### src/hw/rtl/owbm_pkg.sv
// ----------------------------------------------------------------------------
// owbm_pkg
// Shared types and constants for the one-wire bus master core.
// ----------------------------------------------------------------------------
package owbm_pkg;

	localparam int BITS_PER_BYTE = 8;
	localparam int BIT_W         = $clog2(BITS_PER_BYTE);
	localparam int TICK_W        = 10;
	localparam int CFG_DATA_W    = 10;
	localparam int CFG_IDX_W     = 3;
	localparam int QUEUE_DEPTH   = 4;
	localparam int QUEUE_AW      = $clog2(QUEUE_DEPTH);

	// register reset values
	localparam logic [9:0] RESET_LOW_DEF      = 10'd300;
	localparam logic [7:0] PRESENCE_WAIT_DEF  = 8'd40;
	localparam logic [9:0] RESET_RECOVERY_DEF = 10'd500;
	localparam logic [5:0] SLOT_START_DEF     = 6'd7;
	localparam logic [7:0] WRITE_ZERO_DEF     = 8'd63;
	localparam logic [5:0] READ_SAMPLE_DEF    = 6'd7;
	localparam logic [9:0] SLOT_RECOVERY_DEF  = 10'd250;

	typedef enum logic [1:0] {
		CMD_NONE  = 2'd0,
		CMD_RESET = 2'd1,
		CMD_WRITE = 2'd2,
		CMD_READ  = 2'd3
	} cmd_t;

	typedef enum logic [2:0] {
		PH_IDLE     = 3'd0,
		PH_RST_LOW  = 3'd1,
		PH_RST_WAIT = 3'd2,
		PH_RST_REC  = 3'd3,
		PH_SLOT_LOW = 3'd4,
		PH_SLOT_REL = 3'd5,
		PH_SLOT_REC = 3'd6
	} phase_t;

	typedef enum logic [CFG_IDX_W-1:0] {
		CFG_RESET_LOW      = 3'd0,
		CFG_PRESENCE_WAIT  = 3'd1,
		CFG_RESET_RECOVERY = 3'd2,
		CFG_SLOT_START     = 3'd3,
		CFG_WRITE_ZERO     = 3'd4,
		CFG_READ_SAMPLE    = 3'd5,
		CFG_SLOT_RECOVERY  = 3'd6
	} cfg_idx_t;

	typedef struct packed {
		logic [1:0] action;
		logic [7:0] write_byte;
		logic       line_level;
	} in_item_t;

	typedef struct packed {
		logic       drive_low;
		logic       busy_res;
		logic       done_res;
		logic       presence;
		logic [7:0] read_byte;
	} out_item_t;

	// classified tick handed from front to back
	typedef struct packed {
		cmd_t       cmd;
		logic [7:0] write_byte;
		logic       line_level;
	} tick_t;

	typedef struct packed {
		logic [9:0] reset_low_time;
		logic [7:0] presence_wait_time;
		logic [9:0] reset_recovery_time;
		logic [5:0] slot_start_time;
		logic [7:0] write_zero_extra_time;
		logic [5:0] read_sample_delay;
		logic [9:0] slot_recovery_time;
	} cfg_regs_t;

endpackage

### src/hw/rtl/owbm_front.sv
// ----------------------------------------------------------------------------
// owbm_front
// Accepts tick beats, decodes the action into a command class and holds the
// result in one stage register until the queue takes it.
// ----------------------------------------------------------------------------
module owbm_front (
	input  logic               clk,
	input  logic               arst_n,
	input  logic               in_valid,
	output logic               in_ready,
	input  owbm_pkg::in_item_t in_data,
	output logic               push,
	input  logic               push_ready,
	output owbm_pkg::tick_t    push_data
);

	logic            valid_s1;
	owbm_pkg::tick_t item_s1;
	owbm_pkg::tick_t item_dec;

	// classify the incoming beat
	always_comb begin
		item_dec.cmd        = owbm_pkg::cmd_t'(in_data.action);
		item_dec.write_byte = in_data.write_byte;
		item_dec.line_level = in_data.line_level;
	end

	assign push      = valid_s1;
	assign push_data = item_s1;
	assign in_ready  = !valid_s1 || push_ready;

	// stage valid
	always_ff @(posedge clk or negedge arst_n) begin
		if (!arst_n) begin
			valid_s1 <= 1'b0;
		end else if (in_ready) begin
			valid_s1 <= in_valid;
		end
	end

	// stage payload
	always_ff @(posedge clk) begin
		if (in_ready && in_valid) begin
			item_s1 <= item_dec;
		end
	end

endmodule

### src/hw/rtl/owbm_queue.sv
// ----------------------------------------------------------------------------
// owbm_queue
// Small FIFO of classified ticks between front and back.
// ----------------------------------------------------------------------------
module owbm_queue (
	input  logic            clk,
	input  logic            arst_n,
	input  logic            push,
	output logic            push_ready,
	input  owbm_pkg::tick_t push_data,
	output logic            pop_valid,
	input  logic            pop,
	output owbm_pkg::tick_t pop_data
);

	owbm_pkg::tick_t                 mem_q [owbm_pkg::QUEUE_DEPTH];
	logic [owbm_pkg::QUEUE_AW-1:0]   wr_ptr_q;
	logic [owbm_pkg::QUEUE_AW-1:0]   rd_ptr_q;
	logic [owbm_pkg::QUEUE_AW:0]     count_q;
	logic                            do_push;
	logic                            do_pop;

	assign push_ready = count_q != (owbm_pkg::QUEUE_AW+1)'(owbm_pkg::QUEUE_DEPTH);
	assign pop_valid  = count_q != '0;
	assign pop_data   = mem_q[rd_ptr_q];
	assign do_push    = push && push_ready;
	assign do_pop     = pop && pop_valid;

	// pointers and fill count
	always_ff @(posedge clk or negedge arst_n) begin
		if (!arst_n) begin
			wr_ptr_q <= '0;
			rd_ptr_q <= '0;
			count_q  <= '0;
		end else begin
			if (do_push) wr_ptr_q <= wr_ptr_q + 1'b1;
			if (do_pop)  rd_ptr_q <= rd_ptr_q + 1'b1;
			if (do_push && !do_pop) begin
				count_q <= count_q + 1'b1;
			end else if (!do_push && do_pop) begin
				count_q <= count_q - 1'b1;
			end
		end
	end

	// storage
	always_ff @(posedge clk) begin
		if (do_push) begin
			mem_q[wr_ptr_q] <= push_data;
		end
	end

endmodule

### src/hw/rtl/owbm_back.sv
// ----------------------------------------------------------------------------
// owbm_back
// Bus sequencer: runs reset, write and read slots one tick per beat and
// registers the result beat for the output channel.
// ----------------------------------------------------------------------------
module owbm_back (
	input  logic                clk,
	input  logic                arst_n,
	input  owbm_pkg::cfg_regs_t cfg,
	input  logic                pop_valid,
	output logic                pop,
	input  owbm_pkg::tick_t     pop_data,
	output logic                out_valid,
	input  logic                out_ready,
	output owbm_pkg::out_item_t out_data
);

	localparam int TW = owbm_pkg::TICK_W;
	localparam int BW = owbm_pkg::BIT_W;

	owbm_pkg::phase_t    phase_q, phase_d, ph;
	owbm_pkg::cmd_t      kind_q, kind;
	logic [TW-1:0]       tick_q, tick_d, tick;
	logic [BW-1:0]       bit_q, bit_d, bidx;
	logic [7:0]          shift_q, shift_d, shift;
	logic                presence_q, presence_d;
	logic [7:0]          result_q, result_d;
	logic [TW-1:0]       len;
	logic [TW-1:0]       start1;
	logic                last;
	logic                done;
	logic                slot_end;
	logic                rec_entry;
	logic                out_valid_q;
	owbm_pkg::out_item_t out_q;

	assign pop       = pop_valid && (!out_valid_q || out_ready);
	assign out_valid = out_valid_q;
	assign out_data  = out_q;

	assign start1 = (cfg.slot_start_time == '0) ? TW'(1) : TW'(cfg.slot_start_time);

	// command pickup, phase length and tick step
	always_comb begin
		ph         = phase_q;
		kind       = kind_q;
		tick       = tick_q;
		bidx       = bit_q;
		shift      = shift_q;
		presence_d = presence_q;
		result_d   = result_q;
		done       = 1'b0;
		slot_end   = 1'b0;
		rec_entry  = 1'b0;

		if (phase_q == owbm_pkg::PH_IDLE && pop_data.cmd != owbm_pkg::CMD_NONE) begin
			kind = pop_data.cmd;
			tick = '0;
			bidx = '0;
			if (pop_data.cmd == owbm_pkg::CMD_RESET) begin
				ph = owbm_pkg::PH_RST_LOW;
			end else begin
				shift = (pop_data.cmd == owbm_pkg::CMD_WRITE) ? pop_data.write_byte : 8'h00;
				ph    = owbm_pkg::PH_SLOT_LOW;
			end
		end

		case (ph)
			owbm_pkg::PH_RST_LOW: begin
				len = (cfg.reset_low_time == '0) ? TW'(1) : cfg.reset_low_time;
			end
			owbm_pkg::PH_RST_WAIT: begin
				len = (cfg.presence_wait_time == '0) ? TW'(1) : TW'(cfg.presence_wait_time);
			end
			owbm_pkg::PH_RST_REC: begin
				len = cfg.reset_recovery_time;
			end
			owbm_pkg::PH_SLOT_LOW: begin
				// a written zero holds the bus low for the extra time
				if (kind == owbm_pkg::CMD_WRITE && !shift[bidx]) begin
					len = start1 + TW'(cfg.write_zero_extra_time);
				end else begin
					len = start1;
				end
			end
			owbm_pkg::PH_SLOT_REL: begin
				len = (cfg.read_sample_delay == '0) ? TW'(1) : TW'(cfg.read_sample_delay);
			end
			owbm_pkg::PH_SLOT_REC: begin
				len = cfg.slot_recovery_time;
			end
			default: begin
				len = '0;
			end
		endcase

		last = ({1'b0, tick} + (TW+1)'(1)) >= {1'b0, len};

		// samples on the last tick of the waiting phases
		if (last && ph == owbm_pkg::PH_RST_WAIT) begin
			presence_d = !pop_data.line_level;
		end
		if (last && ph == owbm_pkg::PH_SLOT_REL) begin
			shift = {pop_data.line_level, shift[7:1]};
		end

		phase_d = ph;
		tick_d  = last ? '0 : tick + 1'b1;
		bit_d   = bidx;

		// phase advance, zero-length recovery phases are skipped
		if (last) begin
			case (ph)
				owbm_pkg::PH_RST_LOW: begin
					phase_d = owbm_pkg::PH_RST_WAIT;
				end
				owbm_pkg::PH_RST_WAIT: begin
					if (cfg.reset_recovery_time != '0) begin
						phase_d = owbm_pkg::PH_RST_REC;
					end else begin
						phase_d = owbm_pkg::PH_IDLE;
						done    = 1'b1;
					end
				end
				owbm_pkg::PH_SLOT_LOW: begin
					if (kind == owbm_pkg::CMD_READ) begin
						phase_d = owbm_pkg::PH_SLOT_REL;
					end else begin
						rec_entry = 1'b1;
					end
				end
				owbm_pkg::PH_SLOT_REL: begin
					rec_entry = 1'b1;
				end
				owbm_pkg::PH_SLOT_REC: begin
					slot_end = 1'b1;
				end
				default: begin
					phase_d = owbm_pkg::PH_IDLE;
					done    = (ph != owbm_pkg::PH_IDLE);
				end
			endcase
		end

		if (rec_entry) begin
			if (cfg.slot_recovery_time != '0) begin
				phase_d = owbm_pkg::PH_SLOT_REC;
			end else begin
				slot_end = 1'b1;
			end
		end

		// end of a bit slot: next bit or command complete
		if (slot_end) begin
			if (bidx == BW'(owbm_pkg::BITS_PER_BYTE - 1)) begin
				if (kind == owbm_pkg::CMD_READ) begin
					result_d = shift;
				end
				phase_d = owbm_pkg::PH_IDLE;
				bit_d   = '0;
				done    = 1'b1;
			end else begin
				bit_d   = bidx + 1'b1;
				phase_d = owbm_pkg::PH_SLOT_LOW;
			end
		end

		shift_d = shift;
	end

	// sequencer state
	always_ff @(posedge clk or negedge arst_n) begin
		if (!arst_n) begin
			phase_q    <= owbm_pkg::PH_IDLE;
			kind_q     <= owbm_pkg::CMD_NONE;
			tick_q     <= '0;
			bit_q      <= '0;
			shift_q    <= '0;
			presence_q <= 1'b0;
			result_q   <= '0;
		end else if (pop) begin
			phase_q    <= (ph == owbm_pkg::PH_IDLE) ? owbm_pkg::PH_IDLE : phase_d;
			kind_q     <= kind;
			tick_q     <= (ph == owbm_pkg::PH_IDLE) ? tick_q : tick_d;
			bit_q      <= bit_d;
			shift_q    <= shift_d;
			presence_q <= presence_d;
			result_q   <= result_d;
		end
	end

	// output beat register
	always_ff @(posedge clk or negedge arst_n) begin
		if (!arst_n) begin
			out_valid_q <= 1'b0;
		end else if (pop) begin
			out_valid_q <= 1'b1;
		end else if (out_ready) begin
			out_valid_q <= 1'b0;
		end
	end

	always_ff @(posedge clk) begin
		if (pop) begin
			out_q.drive_low <= (ph == owbm_pkg::PH_RST_LOW) || (ph == owbm_pkg::PH_SLOT_LOW);
			out_q.busy_res  <= (ph != owbm_pkg::PH_IDLE);
			out_q.done_res  <= done;
			out_q.presence  <= presence_d;
			out_q.read_byte <= result_d;
		end
	end

endmodule

### src/hw/rtl/one_wire_bus_master_core.sv
// ----------------------------------------------------------------------------
// one_wire_bus_master_core
// One-wire bus master: each beat is one microsecond tick of bus time.
// Path: a tick beat passes the front stage, the queue and the sequencer
//   output register. Throughput: one tick per cycle unless out_ready stalls,
//   set by the single-tick sequencer step.
// Reset: timing registers return to their defaults, sequencer goes idle,
//   queue and stages empty; no clearing pass.
// ----------------------------------------------------------------------------
module one_wire_bus_master_core (
	input  logic                                  clk,
	input  logic                                  arst_n,
	input  logic                                  in_valid,
	output logic                                  in_ready,
	input  owbm_pkg::in_item_t                    in_data,
	output logic                                  out_valid,
	input  logic                                  out_ready,
	output owbm_pkg::out_item_t                   out_data,
	input  logic                                  cfg_valid,
	output logic                                  cfg_ready,
	input  logic [owbm_pkg::CFG_IDX_W-1:0]        cfg_index,
	input  logic [owbm_pkg::CFG_DATA_W-1:0]       cfg_data
);

	owbm_pkg::cfg_regs_t cfg_q;
	logic                push;
	logic                push_ready;
	owbm_pkg::tick_t     push_data;
	logic                pop_valid;
	logic                pop;
	owbm_pkg::tick_t     pop_data;

	assign cfg_ready = 1'b1;

	// timing registers
	always_ff @(posedge clk or negedge arst_n) begin
		if (!arst_n) begin
			cfg_q.reset_low_time        <= owbm_pkg::RESET_LOW_DEF;
			cfg_q.presence_wait_time    <= owbm_pkg::PRESENCE_WAIT_DEF;
			cfg_q.reset_recovery_time   <= owbm_pkg::RESET_RECOVERY_DEF;
			cfg_q.slot_start_time       <= owbm_pkg::SLOT_START_DEF;
			cfg_q.write_zero_extra_time <= owbm_pkg::WRITE_ZERO_DEF;
			cfg_q.read_sample_delay     <= owbm_pkg::READ_SAMPLE_DEF;
			cfg_q.slot_recovery_time    <= owbm_pkg::SLOT_RECOVERY_DEF;
		end else if (cfg_valid) begin
			case (owbm_pkg::cfg_idx_t'(cfg_index))
				owbm_pkg::CFG_RESET_LOW:      cfg_q.reset_low_time        <= cfg_data;
				owbm_pkg::CFG_PRESENCE_WAIT:  cfg_q.presence_wait_time    <= cfg_data[7:0];
				owbm_pkg::CFG_RESET_RECOVERY: cfg_q.reset_recovery_time   <= cfg_data;
				owbm_pkg::CFG_SLOT_START:     cfg_q.slot_start_time       <= cfg_data[5:0];
				owbm_pkg::CFG_WRITE_ZERO:     cfg_q.write_zero_extra_time <= cfg_data[7:0];
				owbm_pkg::CFG_READ_SAMPLE:    cfg_q.read_sample_delay     <= cfg_data[5:0];
				owbm_pkg::CFG_SLOT_RECOVERY:  cfg_q.slot_recovery_time    <= cfg_data;
				default: begin
				end
			endcase
		end
	end

	owbm_front u_front (
		.clk        (clk),
		.arst_n     (arst_n),
		.in_valid   (in_valid),
		.in_ready   (in_ready),
		.in_data    (in_data),
		.push       (push),
		.push_ready (push_ready),
		.push_data  (push_data)
	);

	owbm_queue u_queue (
		.clk        (clk),
		.arst_n     (arst_n),
		.push       (push),
		.push_ready (push_ready),
		.push_data  (push_data),
		.pop_valid  (pop_valid),
		.pop        (pop),
		.pop_data   (pop_data)
	);

	owbm_back u_back (
		.clk       (clk),
		.arst_n    (arst_n),
		.cfg       (cfg_q),
		.pop_valid (pop_valid),
		.pop       (pop),
		.pop_data  (pop_data),
		.out_valid (out_valid),
		.out_ready (out_ready),
		.out_data  (out_data)
	);

endmodule

### config.mk
export PLATFORM = sky130hd
export DESIGN_NAME = one_wire_bus_master_core
export DESIGN_NICKNAME = d
export VERILOG_FILES = /design/src/hw/rtl/owbm_pkg.sv /design/src/hw/rtl/owbm_front.sv /design/src/hw/rtl/owbm_queue.sv /design/src/hw/rtl/owbm_back.sv /design/src/hw/rtl/one_wire_bus_master_core.sv
export SDC_FILE = /design/constraint.sdc
export NUM_CORES = 1
export LEC_CHECK = 0
export BUFFER_PORTS_ARGS = -buffer_cell sky130_fd_sc_hd__buf_2
export CAP_MARGIN = 20
export CORE_UTILIZATION = 60
export CTS_BUF_LIST = sky130_fd_sc_hd__clkbuf_16
export DETAILED_ROUTE_END_ITERATION = 7
export HOLD_SLACK_MARGIN = 0.1
export PLACE_DENSITY = 0.78
export SETUP_SLACK_MARGIN = 0.15
export SLEW_MARGIN = 20
export SYNTH_ARGS = -nofsm -noshare
export SYNTH_HDL_FRONTEND = slang
export SYNTH_SLANG_ARGS = --single-unit
### constraint.sdc
create_clock -name clk -period 5.55 [get_ports clk]
set_input_delay 0 -clock clk [delete_from_list [all_inputs] [get_ports clk]]
set_output_delay 0 -clock clk [all_outputs]
set_load 0.005 [all_outputs]
# Yosys cells after proc, flatten, opt, wreduce, memory -nomap -nowiden
# Memory sizes are Yosys's and may differ from the RTL's.
# Cells that the tools add are included.
dict set report classes {
  n_addsub 8
  order_cmp 2
  n_eq_ne 18
  mux 51
  n_bitwise 1
  reduce_logical 43
}
# operator n
set ops {}
lappend ops {{$mux W8} 8}
lappend ops {{$pmux W10 S6} 1}
lappend ops {{$mux W3} 14}
lappend ops {{$mux W10} 4}
lappend ops {{$eq A3 B3 Y1 const B} 7}
lappend ops {{$reduce_bool A10 Y1} 2}
lappend ops {{$mux W1} 16}
lappend ops {{$reduce_and A2 Y1} 8}
lappend ops {{$eq A3 B2 Y1 const B} 4}
lappend ops {{$logic_not A6 Y1} 2}
lappend ops {{$mux W6} 2}
lappend ops {{$pmux W3 S4} 1}
lappend ops {{$add A10 B1 Y11 const B} 1}
lappend ops {{$ge A11 B10 Y1} 1}
lappend ops {{$add A10 B1 Y10 const B} 1}
lappend ops {{$add A10 B8 Y10} 1}
lappend ops {{$logic_and A1 B1 Y1} 10}
lappend ops {{$logic_not A10 Y1} 1}
lappend ops {{$logic_not A3 Y1} 3}
lappend ops {{$logic_not A8 Y1} 1}
lappend ops {{$add A3 B1 Y3 const B} 2}
lappend ops {{$eq A2 B2 Y1 const B} 3}
lappend ops {{$eq A3 B1 Y1 const B} 2}
lappend ops {{$logic_not A1 Y1} 6}
lappend ops {{14 further kinds} 22}
dict set report totals {
  ff_bits 125
  ramBits 44
  in_bits 29
  memories 1
}
# name words word_bits rd rd_clocked_by_memory_dff wr line_no
set memory_table {}
lappend memory_table {u_queue.mem_q 4 11 1 0 1 owbm_queue.sv:16} ;# owbm_pkg::tick_t mem_q [owbm_pkg::QUEUE_DEPTH];

# Depth between registers and ports, before layout
# Gate-level depths: netlist of run 1.
# An unclocked memory read counts as a cell.
dict set report logic_depth {
  depth_word 17
  mapped_depth 20
  mapped_depth_nobuf 17
}

# By module
# From an unflattened synthesis of run 1, not the netlist that was laid out.
dict set report hier_totals {
  hier_cells 667
  hier_area_um2 8609.5
}
# module instances cells_per_inst area_per_inst_um2 seq_area_each_um2
set by_module_without_submodules {}
lappend by_module_without_submodules {owbm_back 1 430 3833.7 1261.2}
lappend by_module_without_submodules {one_wire_bus_master_core 1 130 2376.0 1488.9}
lappend by_module_without_submodules {owbm_queue 1 92 2015.7 1496.4}
lappend by_module_without_submodules {owbm_front 1 15 384.1 355.3}

# Worst setup path after synthesis of run 1
# No wires, ideal clock.
dict set report synth_path {
  path_kind {register to register}
  from {register u_queue.rd_ptr_q[0] in the netlist's numbering}
  to {register u_back.out_q, in the netlist u_back.out_data[5] (data pin)}
  setup_time_ns 0.266
  t_arrival_ns 4.060
  required_time_ns 5.284
  setup_slack_ns 1.224
  stages_incl_launch_ff 18
  period_less_slack_ns 4.326
  cell_sequence {dfrtp_1 > mux4_2 > buf_4 > o21ai_4 > and2_1 > ha_1 > nand3_1 > or2_2 > or3_1 > a21oi_1 > ha_1 > a21o_1 > a211oi_1 > o21ai_1 > buf_2 > buf_2 > a21oi_1 > o31ai_1}
}
dict set report synth_between {
  elab_chain_cells 17
  elab_cells_between_ends 42
  classes_between {add/sub: 1; order compare: 1; eq/ne: 11; mux: 23; reduce/logical: 5; memory: 1}
}
# item line_no
set synth_rtl {}
lappend synth_rtl {{from (decl)} owbm_queue.sv:18} ;# logic [owbm_pkg::QUEUE_AW-1:0] rd_ptr_q;
lappend synth_rtl {{from (signal assigned)} owbm_queue.sv:37} ;# if (do_pop) rd_ptr_q <= rd_ptr_q + 1'b1;
lappend synth_rtl {{$mem_v2 Z4 W11 (*)} -}
lappend synth_rtl {{$eq A2 B2 Y1} owbm_back.sv:63} ;# shift = (pop_data.cmd == owbm_pkg::CMD_WRITE) ? pop_data.write_byte : 8'h00;
lappend synth_rtl {{$mux W8} owbm_back.sv:63}
lappend synth_rtl {{$mux W8} owbm_back.sv:60} ;# if (pop_data.cmd == owbm_pkg::CMD_RESET) begin
lappend synth_rtl {{$mux W8} owbm_back.sv:56} ;# if (phase_q == owbm_pkg::PH_IDLE && pop_data.cmd != owbm_pkg::CMD_NONE) begin
lappend synth_rtl {{$bmux W1 S3} owbm_back.sv:80} ;# if (kind == owbm_pkg::CMD_WRITE && !shift[bidx]) begin
lappend synth_rtl {{$mux W1 (not written as such)} owbm_back.sv:80}
lappend synth_rtl {{$logic_not A1 Y1} owbm_back.sv:80}
lappend synth_rtl {{[2 not listed]} -}
lappend synth_rtl {{$pmux W10 S6} owbm_back.sv:68} ;# case (ph)
lappend synth_rtl {{$ge A11 B10 Y1} owbm_back.sv:97} ;# last = ({1'b0, tick} + (TW+1)'(1)) >= {1'b0, len};
lappend synth_rtl {{$logic_and A1 B1 Y1} owbm_back.sv:103} ;# if (last && ph == owbm_pkg::PH_SLOT_REL) begin
lappend synth_rtl {{$mux W8} owbm_back.sv:103}
lappend synth_rtl {{$mux W8} owbm_back.sv:156} ;# if (kind == owbm_pkg::CMD_READ) begin
lappend synth_rtl {{$mux W8} owbm_back.sv:155} ;# if (bidx == BW'(owbm_pkg::BITS_PER_BYTE - 1)) begin
lappend synth_rtl {{$mux W8 (*)} owbm_back.sv:154} ;# if (slot_end) begin
lappend synth_rtl {{net u_back.result_d[5]} owbm_back.sv:27} ;# logic [7:0] result_q, result_d;
lappend synth_rtl {{to (decl)} owbm_back.sv:35} ;# owbm_pkg::out_item_t out_q;
# The timed path passes the listed nets; every way through them passes the cells marked *. The select of a mux whose other input is x is not followed.
# A chain may end at the register's enable or synchronous reset.

# Worst setup path in the final report of run 1
dict set report layout_path {
  from {register u_queue.rd_ptr_q[0] in the netlist's numbering}
  to {register u_back.out_q, in the netlist u_back.out_data[0] (data pin)}
}
# Same word-level chain as after synthesis.

==> results.py, run 1 <==
metrics = {
    "logic_synthesis": {
        "yosysMostFrequentCell": "dfrtp_1",
        "synth_ff_type": "dfrtp_1",
        "synth_cell_types": 72,
        "syn_area_um2": 8402,
        "synth_xor_area_share_pct": 1.876,
        "synth-simple-area-share_pct": 10.10,
        "synth_top_area_share_pct": 23.95,
        "yosys_warnings": 0,
        "synthMuxAreaShare_pct": 12.90,
        "synth-compound-area-share_pct": 13.43,
        "syn_nets": 737,
        "syn_inst": 682,
        "synth_commonest_cells": "dfrtp_1, edfxtp_1, nand2_1",
        "seq_area_frac_synth_pct": 54.77,
        "synth_area_per_cell_um2": 12.32,
        "synth_seq_cells": 169,
        "yosys-top-cells-area": "edfxtp_1, dfrtp_1, dfstp_2, mux2_2, ha_1",
        "synth_top_family_by_area": "compound AO/OA/AOI/OAI gates",
        "synth-adder-area-share_pct": 4.051,
        "synth_area_leader_cell": "edfxtp_1",
        "async_flop_share_pct": 60.36,
        "synth_edf_count": 67,
    },
    "power": {
        "leakagePower_nw": 3.745,
        "powerDensity_nw_per_um2": 545.0,
        "ir_drop_uv": 396.3,
    },
    "drt": {
        "drc": 0,
        "wire_per_inst_um": 19.80,
        "first_pass_iters": 5,
        "first_iter_violations": 557,
        "vias": 5906,
        "ant_nets": 0,
        "drt-total-wl_um": 18530,
        "viasPerCell": 6.310,
    },
    "die": {
        "core_um2": 13450,
        "io_pins": 44,
        "fp.dieH_um": 120.3,
        "die_x_um": 120.3,
        "dieArea_um2": 14480,
        "rows": 42,
        "start_util_pct": 62.45,
    },
    "final_layout": {
        "final_area_um2": 9684,
        "register_area_um2": 4602,
        "fillCellCount": 929,
        "fin_nets": 802,
        "antenna_cells": 0,
        "syn_to_final_growth_pct": 15.26,
        "fin_util_pct": 71.99,
        "layout-drive-gt1-share_pct": 26.84,
        "multi_input_area_um2": 3568,
    },
    "worst_setup_path": {
        "path_cells": "mux4_2, nand2_1, or4b_1, a31o_1, a32o_1, mux2i_1, o211ai_1, ha_1, nand2b_1, a21o_1, a21oi_1, o21a_1, o21ai_1, buf_4, a222oi_1, o31ai_1",
        "critPathCaptureType": "register",
        "r2r-start": "u_queue.rd_ptr_q[0]$_DFFE_PN0P_",
        "ff2ff_path_depth": 16,
        "crit_path_start_kind": "register",
        "reg2reg_slack_ns": 0.59,
        "worstSetupPathType": "reg -> reg",
        "slowest_delay_ns": 0.57,
        "crit_arrival_ns": 5.11,
        "critPathRequiredTime_ns": 5.71,
        "critPathTopFamily": "compound AO/OA/AOI/OAI gates",
        "r2r_end": "u_back.out_data[0]$_DFFE_PP_",
        "critPathBufInv": 1,
        "crit_slowest_cell": "or4b_1",
        "crit_fanout": 20,
    },
    "place": {
        "dpl_cell_area_um2": 8793,
        "place.gp.congestion": 0.8965,
        "dp_hpwl_um": 12430,
        "place.port_buffers": 42,
        "dp_slack_ns": 0.5315,
    },
    "run": {
        "drv_cap": 0,
    },
    "sta": {
        "setup_ws_ns": 0.5944,
        "fin_skew_ns": 0.008815,
        "rsz0062_at_grt": "false",
        "max_freq_mhz": 201.8,
        "finalSetupTns_ns": 0,
        "setup_violations": 0,
        "finalCritPeriodShare_pct": 89.29,
        "relSlewSlack_pct": 40.42,
        "tightest_slew_ns": 0.8936,
        "drv_slew": 0,
        "min_period_ns": 4.956,
        "final_hold_viol_count": 0,
    },
    "global_routing": {
        "grt_use_total_pct": 27.46,
        "grt-ovfl-total": 0,
        "antenna_found_initial": 0,
        "grt_use_met1_pct": 38.77,
        "met3_usage_pct": 6.132,
        "top_usage_layer": "met2",
        "grt_max_degree": 71,
        "met2_usage_pct": 42.21,
        "grt_pass1_wl_um": 29950,
        "grt_pass1_vias": 5730,
    },
    "min_path": {
        "holdCritPathClass": "in -> reg",
        "whs_endpoint": "cfg_q[22]$_DFFE_PN0P_",
        "worstHoldStart": "cfg_index[0]",
        "hold_depth": 4,
    },
    "clocking": {
        "path_clk_slew_ns": 0.07,
        "htree_levels": 4,
        "numCtsBuffers": 17,
        "worst_skew_pair.late_latency_ns": 0.43,
        "cts_root_buf": "clkbuf_16",
        "numClockSinks": 169,
        "cts_tree": "yes",
        "cts.path.max_buffers": 2,
    },
    "status": {
        "outcome": "complete, no violations",
    },
}
## tightest hold or removal path: cells and delay by family
family          cells  cell delay, ns
buf+inv             2            0.30
compound gates      1            0.14
simple gates        1            0.06
## flip-flops by register name, indices dropped and copies added, names as in the netlist
| register | count |
|---|---|
| u_back.presence_q | 1 |
| u_queue.count_q | 3 |
| u_queue.mem_q | 44 |
| u_back.tick_q | 10 |
| u_front.push | 1 |
| u_back.out_valid | 1 |
| u_back.shift_q | 8 |
| u_queue.rd_ptr_q | 2 |
| u_front.push_data | 11 |
| u_back.kind_q | 2 |
| u_back.result_q | 8 |
| u_back.phase_q | 3 |
| u_queue.wr_ptr_q | 2 |
| u_back.bit_q | 3 |
| u_back.out_data | 12 |
| cfg_q | 58 |
## metal layers
| metal | part of all wire (%) | up-vias | wire [µm] |
|---|---|---|---|
| met3 | 6.7 | 29 | 1242 |
| met5 | 0 | - | 0 |
| li1 | - | 2704 | - |
| met2 | 47 | 225 | 8664 |
| met1 | 45 | 2948 | 8271 |
| met4 | 1.9 | 0 | 352 |
## stage by stage
stage	hold slack (ns)	instances	total power, mW
2_1_floorplan	-0.2956	682	3.438
3_3_place_gp	-0.02793	878	3.904
3_5_place_dp	-0.02166	878	3.985
4_1_cts	0.1052	936	5.264
5_1_grt	0.1263	936	5.573
6_report	0.1162	936	5.278
## area by class of cell
type	instances	area share (%)
Multi-Input combinational cell	458	36.85
Tap cell	176	2.274
Inverter	15	0.5814
Sequential cell	169	47.52
Clock buffer	17	4.393
Clock inverter	15	2.003
Timing Repair Buffer	86	6.382
## worst max-delay path by stage
stage	start	to	slack (ns)	depth (start not counted)
finish	u_queue.rd_ptr_q[0]$_DFFE_PN0P_	u_back.out_data[0]$_DFFE_PP_	0.59	16
global route	u_queue.rd_ptr_q[0]$_DFFE_PN0P_	u_back.out_data[0]$_DFFE_PP_	0.30	16
CTS	u_queue.rd_ptr_q[0]$_DFFE_PN0P_	u_back.out_data[1]$_DFFE_PP_	0.42	15
detailed placement	u_queue.rd_ptr_q[0]$_DFFE_PN0P_	u_back.out_data[1]$_DFFE_PP_	0.53	15
global placement	u_queue.rd_ptr_q[0]$_DFFE_PN0P_	u_back.result_q[1]$_DFFE_PN0P_	0.60	15
floorplan	u_queue.rd_ptr_q[0]$_DFFE_PN0P_	u_back.out_data[5]$_DFFE_PP_	1.22	17
## timing repair
action / in CTS / in global routing
resized for setup: 0 / 1
setup endpoints to repair: 0 / 18
setup buffers: 0 / 0
hold buffers: 26 / 0
hold endpoints to repair: 103 / 0
## logic make-up after synthesis
family          Yosys count
buf+inv                  55
compound gates          159
xor+xnor                 18
other cells               1
flops                   169
mux                      87
simple gates            167
fa+ha+maj                26
## placed cells by master, fill, tap and decap left out, types with 24 or more instances in the layout
master / instances
nand2_1: 61
o31ai_1: 33
edfxtp_1: 67
dfstp_2: 30
dfrtp_1: 72
buf_2: 41
mux2_2: 60
o21ai_0: 26
dlygate4sd3_1: 25
ha_1: 24
## power breakdown
| part | switching (mW) | internal (mW) | total, mW |
|---|---|---|---|
| combinational | 1.27 | 0.868 | 2.14 |
| sequential | 0.225 | 1.68 | 1.90 |
| clock | 0.515 | 0.719 | 1.23 |
Note: power is estimated with default switching activity, not from simulation.
==> inputs of run 2 (changes only) <==
--- a/config.mk
+++ b/config.mk
@@ -8,7 +8,7 @@
 export BUFFER_PORTS_ARGS = -buffer_cell sky130_fd_sc_hd__buf_2
 export CAP_MARGIN = 20
 export CORE_UTILIZATION = 60
-export CTS_BUF_LIST = sky130_fd_sc_hd__clkbuf_16
+export CTS_BUF_LIST = sky130_fd_sc_hd__clkbuf_8
 export DETAILED_ROUTE_END_ITERATION = 7
 export HOLD_SLACK_MARGIN = 0.1
 export PLACE_DENSITY = 0.78
==> run 2 against run 1 <==
Hold slack better by 0.043 ns. Final area shrank 1.5%. Setup slack better by 0.030 ns. Clock power shrank 24%. Core utilization down 1.1 points. Sequential cell count is the same. Sequential share of layout area rose by 0.70 points. Critical path depth unchanged. Total power fell by 6.0%. Global-route usage decreased by 0.71 points. Clock skew grew 0.0082 ns. Largest power group unchanged.
==> results.py, run 2 (synthesis gave the netlist of run 1 again) <==
metrics = {
    "status": {
        "outcome": "complete, no violations",
    },
    "global_routing": {
        "grt_pass1_vias": 5660,
        "antenna_found_initial": 0,
        "grt-ovfl-total": 0,
        "grt_use_total_pct": 26.75,
        "grt_pass1_wl_um": 29300,
        "grt_max_degree": 71,
    },
    "sta": {
        "setup_ws_ns": 0.6248,
        "drv_slew": 0,
        "min_period_ns": 4.925,
        "hold_ws_ns": 0.1595,
        "setup_violations": 0,
        "fin_skew_ns": 0.01698,
        "finalCritPeriodShare_pct": 88.74,
        "rsz0062_at_grt": "false",
        "finalSetupTns_ns": 0,
        "tightest_slew_ns": 0.8989,
        "relSlewSlack_pct": 40.08,
        "final_hold_viol_count": 0,
        "max_freq_mhz": 203.0,
    },
    "power": {
        "ir_drop_uv": 369.2,
        "power_mw": 4.963,
        "leakagePower_nw": 3.677,
        "powerDensity_nw_per_um2": 520.1,
    },
    "final_layout": {
        "most-common-layout-cells": "dfrtp_1, edfxtp_1, nand2_1, mux2_2, buf_2",
        "final_common_cell": "dfrtp_1",
        "fin_nets": 807,
        "fillCellCount": 943,
        "fin_util_pct": 70.94,
        "antenna_cells": 0,
        "layout-drive-gt1-share_pct": 26.67,
        "largest_reg_flops": 58,
        "register_area_um2": 4602,
        "syn_to_final_growth_pct": 13.58,
        "regMostFlops": "cfg_q",
        "multi_input_area_um2": 3568,
    },
    "clocking": {
        "numClockSinks": 169,
        "worst_skew_pair.late_latency_ns": 0.47,
        "cts_tree": "yes",
        "htree_levels": 4,
        "path_clk_slew_ns": 0.09,
        "cts.path.max_buffers": 2,
        "cts_root_buf": "clkbuf_8",
        "postCtsSetupBuffers": 0,
        "numCtsBuffers": 17,
    },
    "worst_setup_path": {
        "crit_fanout": 20,
        "crit_arrival_ns": 5.12,
        "slowest_delay_ns": 0.57,
        "worstSetupPathType": "reg -> reg",
        "crit_slowest_cell": "or4b_1",
        "critPathTopFamily": "compound AO/OA/AOI/OAI gates",
        "critPathCaptureType": "register",
        "critPathBufInv": 1,
        "crit_path_start_kind": "register",
        "reg2reg_slack_ns": 0.62,
        "path_cells": "mux4_2, nand2_1, or4b_1, a31o_1, a32o_1, mux2i_1, o211ai_1, ha_1, nand2b_1, a21o_1, a21oi_1, o21a_1, o21ai_1, buf_4, a222oi_1, o31ai_1",
        "critPathRequiredTime_ns": 5.75,
    },
    "place": {
        "place.gp.congestion": 0.8965,
        "dp_hpwl_um": 12430,
        "place.port_buffers": 42,
        "dp_slack_ns": 0.5315,
    },
    "die": {
        "io_pins": 44,
        "rows": 42,
        "fp.dieH_um": 120.3,
        "core_um2": 13450,
        "dieArea_um2": 14480,
        "die_x_um": 120.3,
        "start_util_pct": 62.45,
    },
    "drt": {
        "first_iter_violations": 473,
        "ant_nets": 0,
        "drt-total-wl_um": 18060,
        "vias": 5866,
        "wire_per_inst_um": 19.19,
        "first_pass_iters": 7,
        "drc": 0,
        "viasPerCell": 6.234,
    },
    "min_path": {
        "holdCritPathClass": "in -> reg",
    },
    "run": {
        "drv_cap": 0,
    },
}
-- run 2: repair_timing --
item,CTS,global route
gates resized for setup,0,1
hold endpoints to repair,103,0
hold buffers,31,0
setup endpoints to repair,0,21
-- run 2: layer usage --
| layer | track usage [%] | share of wire, % | vias to the layer above |
|---|---|---|---|
| met5 | 0 | 0 | - |
| li1 | - | - | 2712 |
| met1 | 38.83 | 46 | 2919 |
| met3 | 4.623 | 5.7 | 23 |
| met2 | 41.06 | 47 | 212 |
| met4 | 9.105 | 1.7 | 0 |
-- run 2: area by class of cell --
| cell class | count | area share (%) |
|---|---|---|
| Multi-Input combinational cell | 458 | 37.39 |
| Clock buffer | 17 | 2.452 |
| Clock inverter | 15 | 2.032 |
| Sequential cell | 169 | 48.22 |
| Inverter | 15 | 0.5900 |
| Tap cell | 176 | 2.308 |
| Timing Repair Buffer | 91 | 7.001 |
-- run 2: per-stage QoR --
| stage | instances | cell area [µm²] |
|---|---|---|
| finish | 941 | 9543 |
| global route | 941 | 9543 |
| CTS | 941 | 9542 |
| detailed placement | 878 | 8793 |
| global placement | 878 | 8788 |
| floorplan | 682 | 8402 |
-- run 2: path summary, 6_finish.rpt --
check | endpoint | cells past startpoint | from
min reg2reg | u_queue.mem_q[3][0]$_DFFE_PP_ | 0 | u_front.push_data[0]$_DFFE_PP_
max | u_back.out_data[0]$_DFFE_PP_ | 16 | u_queue.rd_ptr_q[0]$_DFFE_PN0P_
min in group asynchronous | u_back.result_q[0]$_DFFE_PN0P_ | 4 | arst_n
max reg2reg | u_back.out_data[0]$_DFFE_PP_ | 16 | u_queue.rd_ptr_q[0]$_DFFE_PN0P_
min | cfg_q[13]$_DFFE_PN0P_ | 3 | cfg_index[2]
max in group asynchronous | u_queue.wr_ptr_q[1]$_DFFE_PN0P_ | 4 | arst_n
-- run 2: worst reg2reg max path: stages, from the launching register on --
cell and delay, ns:
dfrtp_1 0.45, mux4_2 0.52, nand2_1 0.31, or4b_1 0.57, a31o_1 0.23, a32o_1 0.37, mux2i_1 0.19, o211ai_1 0.26
ha_1 0.27, nand2b_1 0.14, a21o_1 0.18, a21oi_1 0.14, o21a_1 0.16, o21ai_1 0.07, buf_4 0.22, a222oi_1 0.45
o31ai_1 0.12
-- run 2: where the power goes --
group	total (mW)	switching (mW)	internal, mW
sequential	1.90	0.220	1.68
combinational	2.13	1.26	0.871
clock	0.933	0.477	0.456
